### src/rtl/rnqt_pkg.sv
`default_nettype none
// ----------------------------------------------------------------------------
// rnqt_pkg
// Shared types and constants for the redundant node quorum tracker.
// ----------------------------------------------------------------------------
package rnqt_pkg;

    localparam int CMD_W  = 2;
    localparam int IDX_W  = 5;
    localparam int EV_W   = 2;
    localparam int CNT_W  = 6;
    localparam int RED_W  = 4;
    localparam int TICK_W = 16;
    localparam int CFG_W  = 16;
    localparam int CIDX_W = 2;

    localparam logic [CNT_W-1:0]  TOTAL_NODES_RST = 6'd3;
    localparam logic [RED_W-1:0]  REDUNDANCY_RST  = 4'd1;
    localparam logic [TICK_W-1:0] GRACE_TICKS_RST = 16'd10;

    typedef enum logic [CMD_W-1:0] {
        CMD_MEMBER_UP   = 2'd0,
        CMD_MEMBER_DOWN = 2'd1,
        CMD_PARENT_UP   = 2'd2,
        CMD_TICK        = 2'd3
    } cmd_t;

    typedef enum logic [EV_W-1:0] {
        EV_UP       = 2'd0,
        EV_DOWN     = 2'd1,
        EV_MODIFIED = 2'd2,
        EV_NONE     = 2'd3
    } event_t;

    typedef enum logic [CIDX_W-1:0] {
        REG_TOTAL_NODES = 2'd0,
        REG_REDUNDANCY  = 2'd1,
        REG_GRACE_TICKS = 2'd2,
        REG_UNUSED      = 2'd3
    } reg_idx_t;

endpackage
`default_nettype wire

### src/rtl/redundant_node_quorum_tracker_top.sv
`default_nettype none
// ----------------------------------------------------------------------------
// redundant_node_quorum_tracker_top
// Member report and up masks with counts, block-up flag and grace timer.
//
// Usage:
//   Request channel (req_valid/req_ready) carries command and node_index:
//   member up, member down, parent up or timer tick. Result channel
//   (res_valid/res_ready) carries group_event, group_is_up and members_up.
//   Member events and timer expiry give at most one result; parent up and
//   plain ticks give none.
//   A request lands in the request register, is resolved by single-pass
//   logic that updates the masks, counts, flag and timer once any held result
//   is taken, and its result is held in the result register. One request per
//   cycle is sustained while the result side takes one per cycle; res_ready
//   reaches req_ready combinationally.
//   When the receiver stalls, the held result blocks the next resolve and the
//   request register fills, then req_ready drops.
//   Reset clears the masks, counts, flag, timer and both channel valid bits,
//   and loads total_nodes 3, redundancy 1, grace_ticks 10. Write registers
//   through cfg_we/cfg_index/cfg_data only while the block is idle.
// ----------------------------------------------------------------------------
module redundant_node_quorum_tracker_top #(
    parameter int MAX_NODES = 32
) (
    input  wire logic                        clk,
    input  wire logic                        rst_n,
    input  wire logic                        cfg_we,
    input  wire logic [rnqt_pkg::CIDX_W-1:0] cfg_index,
    input  wire logic [rnqt_pkg::CFG_W-1:0]  cfg_data,
    input  wire logic                        req_valid,
    output logic                             req_ready,
    input  wire logic [rnqt_pkg::CMD_W-1:0]  command,
    input  wire logic [rnqt_pkg::IDX_W-1:0]  node_index,
    output logic                             res_valid,
    input  wire logic                        res_ready,
    output logic [rnqt_pkg::EV_W-1:0]        group_event,
    output logic                             group_is_up,
    output logic [rnqt_pkg::CNT_W-1:0]       members_up
);

    localparam int CNT_W = rnqt_pkg::CNT_W;
    localparam logic [CNT_W-1:0] MAX_NODES_C = CNT_W'(MAX_NODES);

    logic [CNT_W-1:0]            total_nodes_reg;
    logic [rnqt_pkg::RED_W-1:0]  redundancy_reg;
    logic [rnqt_pkg::TICK_W-1:0] grace_ticks_reg;

    logic                        req_valid_reg;
    rnqt_pkg::cmd_t              cmd_reg;
    logic [rnqt_pkg::IDX_W-1:0]  idx_reg;

    logic [MAX_NODES-1:0]        reported_reg, reported_next;
    logic [MAX_NODES-1:0]        up_mask_reg, up_mask_next;
    logic [CNT_W-1:0]            reported_cnt_reg, reported_cnt_next;
    logic [CNT_W-1:0]            up_cnt_reg, up_cnt_next;
    logic                        up_flag_reg, up_flag_next;
    logic                        timer_run_reg, timer_run_next;
    logic [rnqt_pkg::TICK_W-1:0] timer_rem_reg, timer_rem_next;

    logic                        res_valid_reg;
    rnqt_pkg::event_t            res_event_reg;
    logic                        res_up_reg;
    logic [CNT_W-1:0]            res_cnt_reg;

    logic                        proc_fire;
    logic                        emit;
    rnqt_pkg::event_t            ev;
    rnqt_pkg::event_t            old_ev;
    logic [CNT_W-1:0]            nodes;
    logic [MAX_NODES-1:0]        sel;
    logic [MAX_NODES-1:0]        fill;
    logic                        idx_ok;
    logic                        was_reported;
    logic                        was_up;

    function automatic rnqt_pkg::event_t derive(
        input logic [CNT_W-1:0]           n,
        input logic [rnqt_pkg::RED_W-1:0] red,
        input logic [CNT_W-1:0]           upc,
        input logic [CNT_W-1:0]           rep,
        input logic                       run
    );
        logic signed [CNT_W+1:0] frag;
        logic signed [CNT_W+1:0] up_s;
        logic signed [CNT_W+1:0] rep_s;
        logic signed [CNT_W+1:0] red_s;
        logic signed [CNT_W+1:0] n_s;
        rnqt_pkg::event_t        r;
        n_s   = $signed({2'b00, n});
        up_s  = $signed({2'b00, upc});
        rep_s = $signed({2'b00, rep});
        red_s = $signed({{(CNT_W+2-rnqt_pkg::RED_W){1'b0}}, red});
        frag  = n_s - red_s;
        if (up_s >= frag)
        begin
            r = (run && (rep_s < n_s)) ? rnqt_pkg::EV_NONE : rnqt_pkg::EV_UP;
        end
        else if ((rep_s - up_s) > red_s)
        begin
            r = rnqt_pkg::EV_DOWN;
        end
        else
        begin
            r = rnqt_pkg::EV_NONE;
        end
        return r;
    endfunction

    assign proc_fire = req_valid_reg && (!res_valid_reg || res_ready);
    assign req_ready = !req_valid_reg || proc_fire;

    assign nodes = (total_nodes_reg > MAX_NODES_C) ? MAX_NODES_C : total_nodes_reg;
    assign idx_ok = {1'b0, idx_reg} < nodes;

    always_comb
    begin
        for (int i = 0; i < MAX_NODES; i++)
        begin
            sel[i]  = ({1'b0, idx_reg} == CNT_W'(i));
            fill[i] = (CNT_W'(i) < nodes);
        end
    end

    assign was_reported = |(reported_reg & sel);
    assign was_up       = |(up_mask_reg & sel);

    always_comb
    begin
        reported_next     = reported_reg;
        up_mask_next      = up_mask_reg;
        reported_cnt_next = reported_cnt_reg;
        up_cnt_next       = up_cnt_reg;
        up_flag_next      = up_flag_reg;
        timer_run_next    = timer_run_reg;
        timer_rem_next    = timer_rem_reg;
        ev                = rnqt_pkg::EV_NONE;
        old_ev            = rnqt_pkg::EV_NONE;
        case (cmd_reg)
            rnqt_pkg::CMD_MEMBER_UP, rnqt_pkg::CMD_MEMBER_DOWN:
            begin
                if (idx_ok)
                begin
                    old_ev = derive(nodes, redundancy_reg, up_cnt_reg, reported_cnt_reg,
                                    timer_run_reg);
                    reported_next = reported_reg | sel;
                    if (!was_reported)
                    begin
                        reported_cnt_next = reported_cnt_reg + CNT_W'(1);
                    end
                    if (cmd_reg == rnqt_pkg::CMD_MEMBER_UP)
                    begin
                        up_mask_next = up_mask_reg | sel;
                        if (!was_up)
                        begin
                            up_cnt_next = up_cnt_reg + CNT_W'(1);
                        end
                    end
                    else
                    begin
                        up_mask_next = up_mask_reg & ~sel;
                        if (was_up)
                        begin
                            up_cnt_next = up_cnt_reg - CNT_W'(1);
                        end
                    end
                    ev = derive(nodes, redundancy_reg, up_cnt_next, reported_cnt_next,
                                timer_run_reg);
                    if ((ev == rnqt_pkg::EV_UP) && !up_flag_reg)
                    begin
                        timer_run_next = 1'b0;
                        timer_rem_next = '0;
                        up_flag_next   = 1'b1;
                    end
                    else if ((ev == rnqt_pkg::EV_DOWN) && up_flag_reg)
                    begin
                        timer_run_next = 1'b0;
                        timer_rem_next = '0;
                        up_flag_next   = 1'b0;
                    end
                    if ((ev == old_ev) && (ev != rnqt_pkg::EV_NONE))
                    begin
                        ev = rnqt_pkg::EV_MODIFIED;
                    end
                end
            end
            rnqt_pkg::CMD_PARENT_UP:
            begin
                timer_run_next = 1'b1;
                timer_rem_next = grace_ticks_reg;
            end
            rnqt_pkg::CMD_TICK:
            begin
                if (timer_run_reg)
                begin
                    if (timer_rem_reg > rnqt_pkg::TICK_W'(1))
                    begin
                        timer_rem_next = timer_rem_reg - rnqt_pkg::TICK_W'(1);
                    end
                    else
                    begin
                        timer_rem_next = '0;
                        timer_run_next = 1'b0;
                        ev = derive(nodes, redundancy_reg, up_cnt_reg, reported_cnt_reg, 1'b0);
                        if (ev == rnqt_pkg::EV_NONE)
                        begin
                            ev                = rnqt_pkg::EV_DOWN;
                            reported_next     = fill;
                            reported_cnt_next = nodes;
                        end
                        else if (ev == rnqt_pkg::EV_UP)
                        begin
                            up_flag_next = 1'b1;
                        end
                    end
                end
            end
            default:
            begin
                ev = rnqt_pkg::EV_NONE;
            end
        endcase
    end

    assign emit = (ev != rnqt_pkg::EV_NONE);

    always_ff @(posedge clk or negedge rst_n)
    begin
        if (!rst_n)
        begin
            total_nodes_reg <= rnqt_pkg::TOTAL_NODES_RST;
            redundancy_reg  <= rnqt_pkg::REDUNDANCY_RST;
            grace_ticks_reg <= rnqt_pkg::GRACE_TICKS_RST;
        end
        else if (cfg_we)
        begin
            case (rnqt_pkg::reg_idx_t'(cfg_index))
                rnqt_pkg::REG_TOTAL_NODES: total_nodes_reg <= cfg_data[CNT_W-1:0];
                rnqt_pkg::REG_REDUNDANCY:  redundancy_reg  <= cfg_data[rnqt_pkg::RED_W-1:0];
                rnqt_pkg::REG_GRACE_TICKS: grace_ticks_reg <= cfg_data;
                default:                   grace_ticks_reg <= grace_ticks_reg;
            endcase
        end
    end

    always_ff @(posedge clk or negedge rst_n)
    begin
        if (!rst_n)
        begin
            req_valid_reg    <= 1'b0;
            reported_reg     <= '0;
            up_mask_reg      <= '0;
            reported_cnt_reg <= '0;
            up_cnt_reg       <= '0;
            up_flag_reg      <= 1'b0;
            timer_run_reg    <= 1'b0;
            timer_rem_reg    <= '0;
            res_valid_reg    <= 1'b0;
        end
        else
        begin
            if (req_ready)
            begin
                req_valid_reg <= req_valid;
            end
            if (proc_fire)
            begin
                reported_reg     <= reported_next;
                up_mask_reg      <= up_mask_next;
                reported_cnt_reg <= reported_cnt_next;
                up_cnt_reg       <= up_cnt_next;
                up_flag_reg      <= up_flag_next;
                timer_run_reg    <= timer_run_next;
                timer_rem_reg    <= timer_rem_next;
                res_valid_reg    <= emit;
            end
            else if (res_ready)
            begin
                res_valid_reg <= 1'b0;
            end
        end
    end

    // hold payload with its valid
    always_ff @(posedge clk)
    begin
        if (req_ready && req_valid)
        begin
            cmd_reg <= rnqt_pkg::cmd_t'(command);
            idx_reg <= node_index;
        end
        if (proc_fire && emit)
        begin
            res_event_reg <= ev;
            res_up_reg    <= up_flag_next;
            res_cnt_reg   <= up_cnt_next;
        end
    end

    assign res_valid   = res_valid_reg;
    assign group_event = res_event_reg;
    assign group_is_up = res_up_reg;
    assign members_up  = res_cnt_reg;

`ifndef ASSERT_OFF
    a_up_count: assert property (@(posedge clk) disable iff (!rst_n)
        CNT_W'($countones(up_mask_reg)) == up_cnt_reg)
        else $error("up count out of step with up mask");

    a_rep_count: assert property (@(posedge clk) disable iff (!rst_n)
        CNT_W'($countones(reported_reg)) == reported_cnt_reg)
        else $error("reported count out of step with reported mask");

    a_res_hold: assert property (@(posedge clk) disable iff (!rst_n)
        (res_valid_reg && !res_ready) |=> res_valid_reg)
        else $error("held result dropped before acceptance");

    a_timer_idle: assert property (@(posedge clk) disable iff (!rst_n)
        !timer_run_reg |-> (timer_rem_reg == '0))
        else $error("timer holds ticks while stopped");

    a_no_overrun: assert property (@(posedge clk) disable iff (!rst_n)
        (res_valid_reg && !res_ready) |=> ($stable(res_event_reg) && $stable(res_cnt_reg)))
        else $error("held result overwritten");
`endif

endmodule
`default_nettype wire
### config.mk
export PLATFORM = sky130hd
export DESIGN_NAME = redundant_node_quorum_tracker_top
export DESIGN_NICKNAME = d
export VERILOG_FILES = /design/src/rtl/rnqt_pkg.sv /design/src/rtl/redundant_node_quorum_tracker_top.sv
export SDC_FILE = /design/constraint.sdc
export NUM_CORES = 1
export LEC_CHECK = 0
export BUFFER_PORTS_ARGS = -buffer_cell sky130_fd_sc_hd__buf_4
export CORE_MARGIN = 4
export CORE_UTILIZATION = 25
export DETAILED_ROUTE_END_ITERATION = 7
export GPL_TIMING_DRIVEN = 0
export HOLD_SLACK_MARGIN = 0.03
export PLACE_DENSITY_LB_ADDON = 0.1
export SLEW_MARGIN = 20
export SYNTH_ARGS = -nofsm -noshare
export SYNTH_HDL_FRONTEND = slang
export SYNTH_SLANG_ARGS = --single-unit
### constraint.sdc
create_clock -name clk -period 6.3 [get_ports clk]
set_clock_uncertainty 0.2 [all_clocks]
set_input_delay 0.945 -clock clk [delete_from_list [all_inputs] [get_ports clk]]
set_output_delay 0.945 -clock clk [all_outputs]
set_load 0.02 [all_outputs]
==> results of run 1 <==
timing repair:
item                                    in CTS  in global routing
endpoints found under the setup margin      62                 65
resized for setup                           34                 65
pin swaps                                    7                 27
buffers inserted                            13                 22
report_power, final:
group / switching, W / leakage [nW] / internal, W / total, W
clock network: 0.000440 / 0.303 / 0.000617 / 0.00106
registers: 0.000258 / 1.62 / 0.00119 / 0.00145
logic: 0.00163 / 2.62 / 0.00133 / 0.00296
cells by family (layout without fill, tap and decap cells):
group	after synthesis	after routing	synth area share (%)
flip-flops	138	138	39.1
buffers and inverters	122	227	5.51
XOR/XNOR	23	23	2.23
adder cells (fa/ha/maj)	57	57	8.04
AO/OA/AOI/OAI	350	350	25.3
AND/OR/NAND/NOR	255	255	14.4
multiplexers	44	44	5.45
worst max path at each step:
| stage | endpoint | startpoint | cells past startpoint |
|---|---|---|---|
| after floorplan | group_event[0]$_DFFE_PP_ | idx_reg[0]$_DFFE_PP_ | 23 |
| after global placement | members_up[2]$_DFFE_PP_ | idx_reg[2]$_DFFE_PP_ | 26 |
| after detailed placement | members_up[2]$_DFFE_PP_ | idx_reg[2]$_DFFE_PP_ | 26 |
| after CTS | members_up[5]$_DFFE_PP_ | idx_reg[3]$_DFFE_PP_ | 28 |
| after global routing | members_up[2]$_DFFE_PP_ | idx_reg[2]$_DFFE_PP_ | 26 |
| final | members_up[5]$_DFFE_PP_ | idx_reg[0]$_DFFE_PP_ | 26 |
cells in the final DEF (no fill, tap or decap), drive strengths merged, types with 8 or more instances in the layout:
master / n
nor2: 60
mux2i: 14
nor2b: 14
a31oi: 10
nand3: 29
and2: 9
dfrtp: 117
inv: 63
nand2: 66
nand3b: 12
clkinv: 8
nand2b: 12
a21oi: 101
nor3: 15
o221ai: 12
mux2: 29
edfxtp: 16
clkbuf: 61
o31ai: 32
o21a: 9
a211oi: 8
buf: 92
o21ai: 104
xnor2: 20
ha: 55
a21o: 8
o211ai: 9
routing by layer:
layer,part of all wire [%],GRT usage (%)
met4,2.0,4.90
met5,0,0
met2,45,25.7
met3,3.1,2.91
met1,49,23.2
cell type report:
cell class	count	area share, %
Sequential cell	138	31.3
Tap cell	461	5.10
Buffer	56	2.81
Timing Repair Buffer	76	5.61
Inverter	63	2.16
Multi-Input combinational cell	729	47.6
Clock buffer	21	4.46
Clock inverter	11	0.941
stage by stage:
stage | total power (W) | area, µm² | hold slack (ns) | setup slack [ns]
2_1_floorplan | 0.00317 | 9050 | 0.257 | 0.327
3_3_place_gp | 0.00389 | 9930 | 0.284 | -1.35
3_5_place_dp | 0.00390 | 9980 | 0.285 | -1.27
4_1_cts | 0.00517 | 10900 | 0.169 | 0.00996
5_1_grt | 0.00594 | 11300 | 0.183 | -0.0956
6_report | 0.00547 | 11300 | 0.181 | 0.191
==> flow_summary.toml, run 1 <==
[layout]
stdcell_count = 1555
final_core_util_pct = 31.7
syn2layout_area_growth_pct = 24.9
final_layout_size_suffix_gt1_share_pct = 21.7
regArea_um2 = 3540
antennaDiodeCount = 0
multi_input_area_um2 = 5380
nets = 1168
fill_cells = 3748

[logic_synthesis]
dominantRegCellSynth = "dfrtp_1"
synth_area_leaders = "dfrtp_1 32%, ha_1 7.6%, o21ai_0 5.6%, a21oi_1 5.5%, edfxtp_1 5.3%"
yosysMostFrequentCell = "dfrtp_1"
synthArstFlopShare_pct = 88.4
yosys-top-cells-count = "117 x dfrtp_1, 102 x o21ai_0, 100 x a21oi_1, 65 x nand2_1, 61 x inv_1"
synth-seq-area-share_pct = 39.1
synth.top_cell.area_share_pct = 32.3
ys_warn_count = 0
synth_edf_count = 16
synth.ff_latch_count = 138
syn_inst = 989
syn_area_um2 = 9050
syn_nets = 1076
avgSynthCellArea_um2 = 9.15
netlist-cell-type-count = 87
yosys.area.top_type = "dfrtp_1"

[sta]
hold_viol = 0
min_period_over_period_pct = 97.0
tightest_slew_ns = 1.06
slew_headroom_pct = 28.9
min_period_ns = 6.11
finalSetupViolCount = 0
slew_viol_final = 0
rsz0062_at_grt = "true"
fmax_mhz = 164
finalSetupTns_ns = 0

[clocking]
cts_buffers = 17
cts_sinks = 138
ctsHoldBuffers = 0
clock-root-buffer = "clkbuf_16"
cts_htree_levels = 4
clkSlewWorstSetupHoldPaths_ns = 0.06
tritoncts = "yes"
clockBufferDepth = 2
clk-insertion-delay-late_ns = 0.46

[worst_setup_path]
crit_type = "register to register"
critPathTopFamily = "compound AO/OA/AOI/OAI gates"
crit_path_top_delay_cell = "or4_4"
worstPathArrival_ns = 6.07
reg2reg_slack_ns = 0.19
start_kind = "register"
ff2ff_path_depth = 26
reg2reg_to = "members_up[5]$_DFFE_PP_"
worstPathMaxFanout = 8
path_buf_inv = 4
cp.required_ns = 6.27
r2r_start = "idx_reg[0]$_DFFE_PP_"
endpoint_kind = "register"
slowest_delay_ns = 0.57

[global_routing]
grt_max_degree = 86
antenna_found_initial = 0
grt_pass1_wl_um = 49300
grt.overflow.total = 0
grt_usage_pct = 16.4
grt_pass1_vias = 8068

[routing]
post_drt_via_cell_ratio = 5.20
drc = 0
drtIter0Drc = 596
wire_per_inst_um = 20.5
drtAntennaViolNets = 0
vias = 8086
drt_wl_total_um = 31800
dr.pass1.iters = 5

[pwr]
vdd_ir_drop_max_mv = 0.237
p_per_area_nw_per_um2 = 483
p_leak_nw = 4.55

[run_status]
status = "completed"

[min_path]
hp-class = "input port to asynchronous set/reset pin"

[job]
cap_violations = 0

[die]
rows = 69
core-area_um2 = 35700
initial_core_util_pct = 25.4
dieArea_um2 = 39300
ios = 41
fp.dieW_um = 198
dieHeight_um = 198

[placed_design]
io_buffer_count = 40
dp_hpwl_um = 23200
placed_cells = 1491
routabilityCongestion = 0.804
No activity file was read; power rests on OpenSTA's default activity.
==> run 2, diff against run 1 <==
clock period = 6 ns   (was 6.3 ns; I/O delays follow)
==> run 2 against run 1 <==
Core utilization increased by 0.31 points; worst hold slack got worse by 0.047 ns; routed wire length increased by 0.39%.
==> flow_summary.toml, run 2 (synthesis results as in run 1) <==
[run_status]
status = "completed"

[layout]
nets = 1175
final_common_cell = "dfrtp_1"
final_layout_size_suffix_gt1_share_pct = 22.1
antennaDiodeCount = 0
syn2layout_area_growth_pct = 26.1
fill_cells = 3737
design_area_um2 = 11400
final_cell_mix = "117 x dfrtp_1, 100 x o21ai_0, 98 x a21oi_1"

[die]
initial_core_util_pct = 25.4
fp.dieW_um = 198
core-area_um2 = 35700
dieArea_um2 = 39300
ios = 41
rows = 69
dieHeight_um = 198

[worst_setup_path]
crit_path_top_delay_cell = "or4_4"
r2r_start = "idx_reg[1]$_DFFE_PP_"
worstPathMaxFanout = 10
reg2reg_slack_ns = 0.10
cpMostUsedCell = "nor2_2"
slowest_delay_ns = 0.59
ff2ff_path_depth = 25
crit_end = "members_up[5]$_DFFE_PP_"
cp.required_ns = 5.97
reg2reg_to = "members_up[5]$_DFFE_PP_"
start_kind = "register"
crit_type = "register to register"
worstPathArrival_ns = 5.86
startpoint = "idx_reg[1]$_DFFE_PP_"
endpoint_kind = "register"

[clocking]
cts_buffers = 17
tritoncts = "yes"
clock-root-buffer = "clkbuf_16"
ctsHoldBuffers = 0
clkSlewWorstSetupHoldPaths_ns = 0.07
clk-insertion-delay-late_ns = 0.46
cts_htree_levels = 4
cts_sinks = 138
clockBufferDepth = 2

[routing]
dr.pass1.iters = 4
drc = 0
drtIter0Drc = 617
drtAntennaViolNets = 0
wire_per_inst_um = 20.5
drt_wl_total_um = 32000
vias = 8127
post_drt_via_cell_ratio = 5.20

[placed_design]
placed_cell_area_um2 = 9980
dp_hpwl_um = 23200
io_buffer_count = 40
routabilityCongestion = 0.804

[pwr]
p_per_area_nw_per_um2 = 507
p_leak_nw = 4.60
power.total_w = 0.00579
vdd_ir_drop_max_mv = 0.249

[job]
cap_violations = 0

[sta]
tightest_slew_ns = 1.07
slew_headroom_pct = 28.5
fmax_mhz = 170
rsz0062_at_grt = "true"
min_period_ns = 5.90
min_period_over_period_pct = 98.3
slew_viol_final = 0
hold_viol = 0
finalSetupViolCount = 0

[global_routing]
grt_usage_pct = 16.5
grt_max_degree = 86
grt_pass1_vias = 8138
grt_pass1_wl_um = 49600
grt.overflow.total = 0
antenna_found_initial = 0

[min_path]
hp-class = "input port to asynchronous set/reset pin"
## run 2: cell count changes in the layout (fill, tap and decap cells not counted), moves of 2 or more
cell | previous run | this run
and2_4 | 2 | 0
buf_6 | 9 | 14
buf_4 | 73 | 76
nor2_4 | 2 | 4
and2_1 | 7 | 9
nor2_2 | 5 | 3
clkinvlp_4 | 2 | 0
## run 2: power breakdown
group,switching (W),internal (W)
clock network,0.000465,0.000648
registers,0.000278,0.00125
logic,0.00172,0.00143
## run 2: layout make-up
type                    instances  area [µm²]  area share [%]
repair buffers                 83         711            6.22
multi-input cells             729        5420            47.5
inverters                      63         238            2.08
clock buffers                  21         504            4.42
well taps                     461         577            5.05
clock inverters                11         106           0.932
plain buffers                  56         320            2.81
flip-flops and latches        138        3540            31.0
## run 2: through the flow
step	setup WS [ns]	setup TNS [ns]	utilization, %	hold WS (ns)	instances
5_1_grt	-0.132	-1.29	32.0	0.138	1562
3_3_place_gp	-1.65	-61.12	27.8	0.284	1490
6_report	0.103	0	32.0	0.134	1562
3_5_place_dp	-1.57	-45.32	28.0	0.285	1491
4_1_cts	0.00236	0	31.0	0.124	1543
2_1_floorplan	0.0270	0	-	0.257	989
## run 2: routing by layer
| layer | GRT usage [%] | wire length (µm) | vias to the layer above |
|---|---|---|---|
| met2 | 26.2 | 14700 | 151 |
| li1 | - | - | 3859 |
| met3 | 2.93 | 969 | 37 |
| met5 | 0 | 0 | - |
| met1 | 23.2 | 15700 | 4080 |
| met4 | 4.79 | 648 | 0 |
## run 2: worst max-delay path, delay by kind of cell (launching register included)
family	cells	cell delay, ns
and+or+nand+nor	7	1.71
DFF	1	0.48
buffers and inverters	3	0.41
xor gates and xnor gates	2	0.28
adders and majority gates	2	0.46
AOI/OAI and AO/OA	10	1.78
muxes	1	0.32
## run 2: how the worst min path moves through the flow
stage	start	end	slack [ns]	depth (start not counted)
6_report	rst_n	up_flag_reg$_DFFE_PN0P_	0.13	1
5_1_grt	rst_n	grace_ticks_reg[0]$_DFFE_PN0P_	0.14	1
4_1_cts	rst_n	grace_ticks_reg[10]$_DFFE_PN0P_	0.12	1
3_5_place_dp	reported_reg[19]$_DFFE_PN0P_	reported_reg[19]$_DFFE_PN0P_	0.28	2
3_3_place_gp	reported_reg[19]$_DFFE_PN0P_	reported_reg[19]$_DFFE_PN0P_	0.28	2
2_1_floorplan	reported_reg[19]$_DFFE_PN0P_	reported_reg[19]$_DFFE_PN0P_	0.26	2
## run 2: what timing repair did
item                                    CTS  global route
endpoints found under the setup margin   69            66
pin swaps                                18             5
resized for setup                        59            44
setup buffers                            23            20
hold endpoints to repair                  0             0
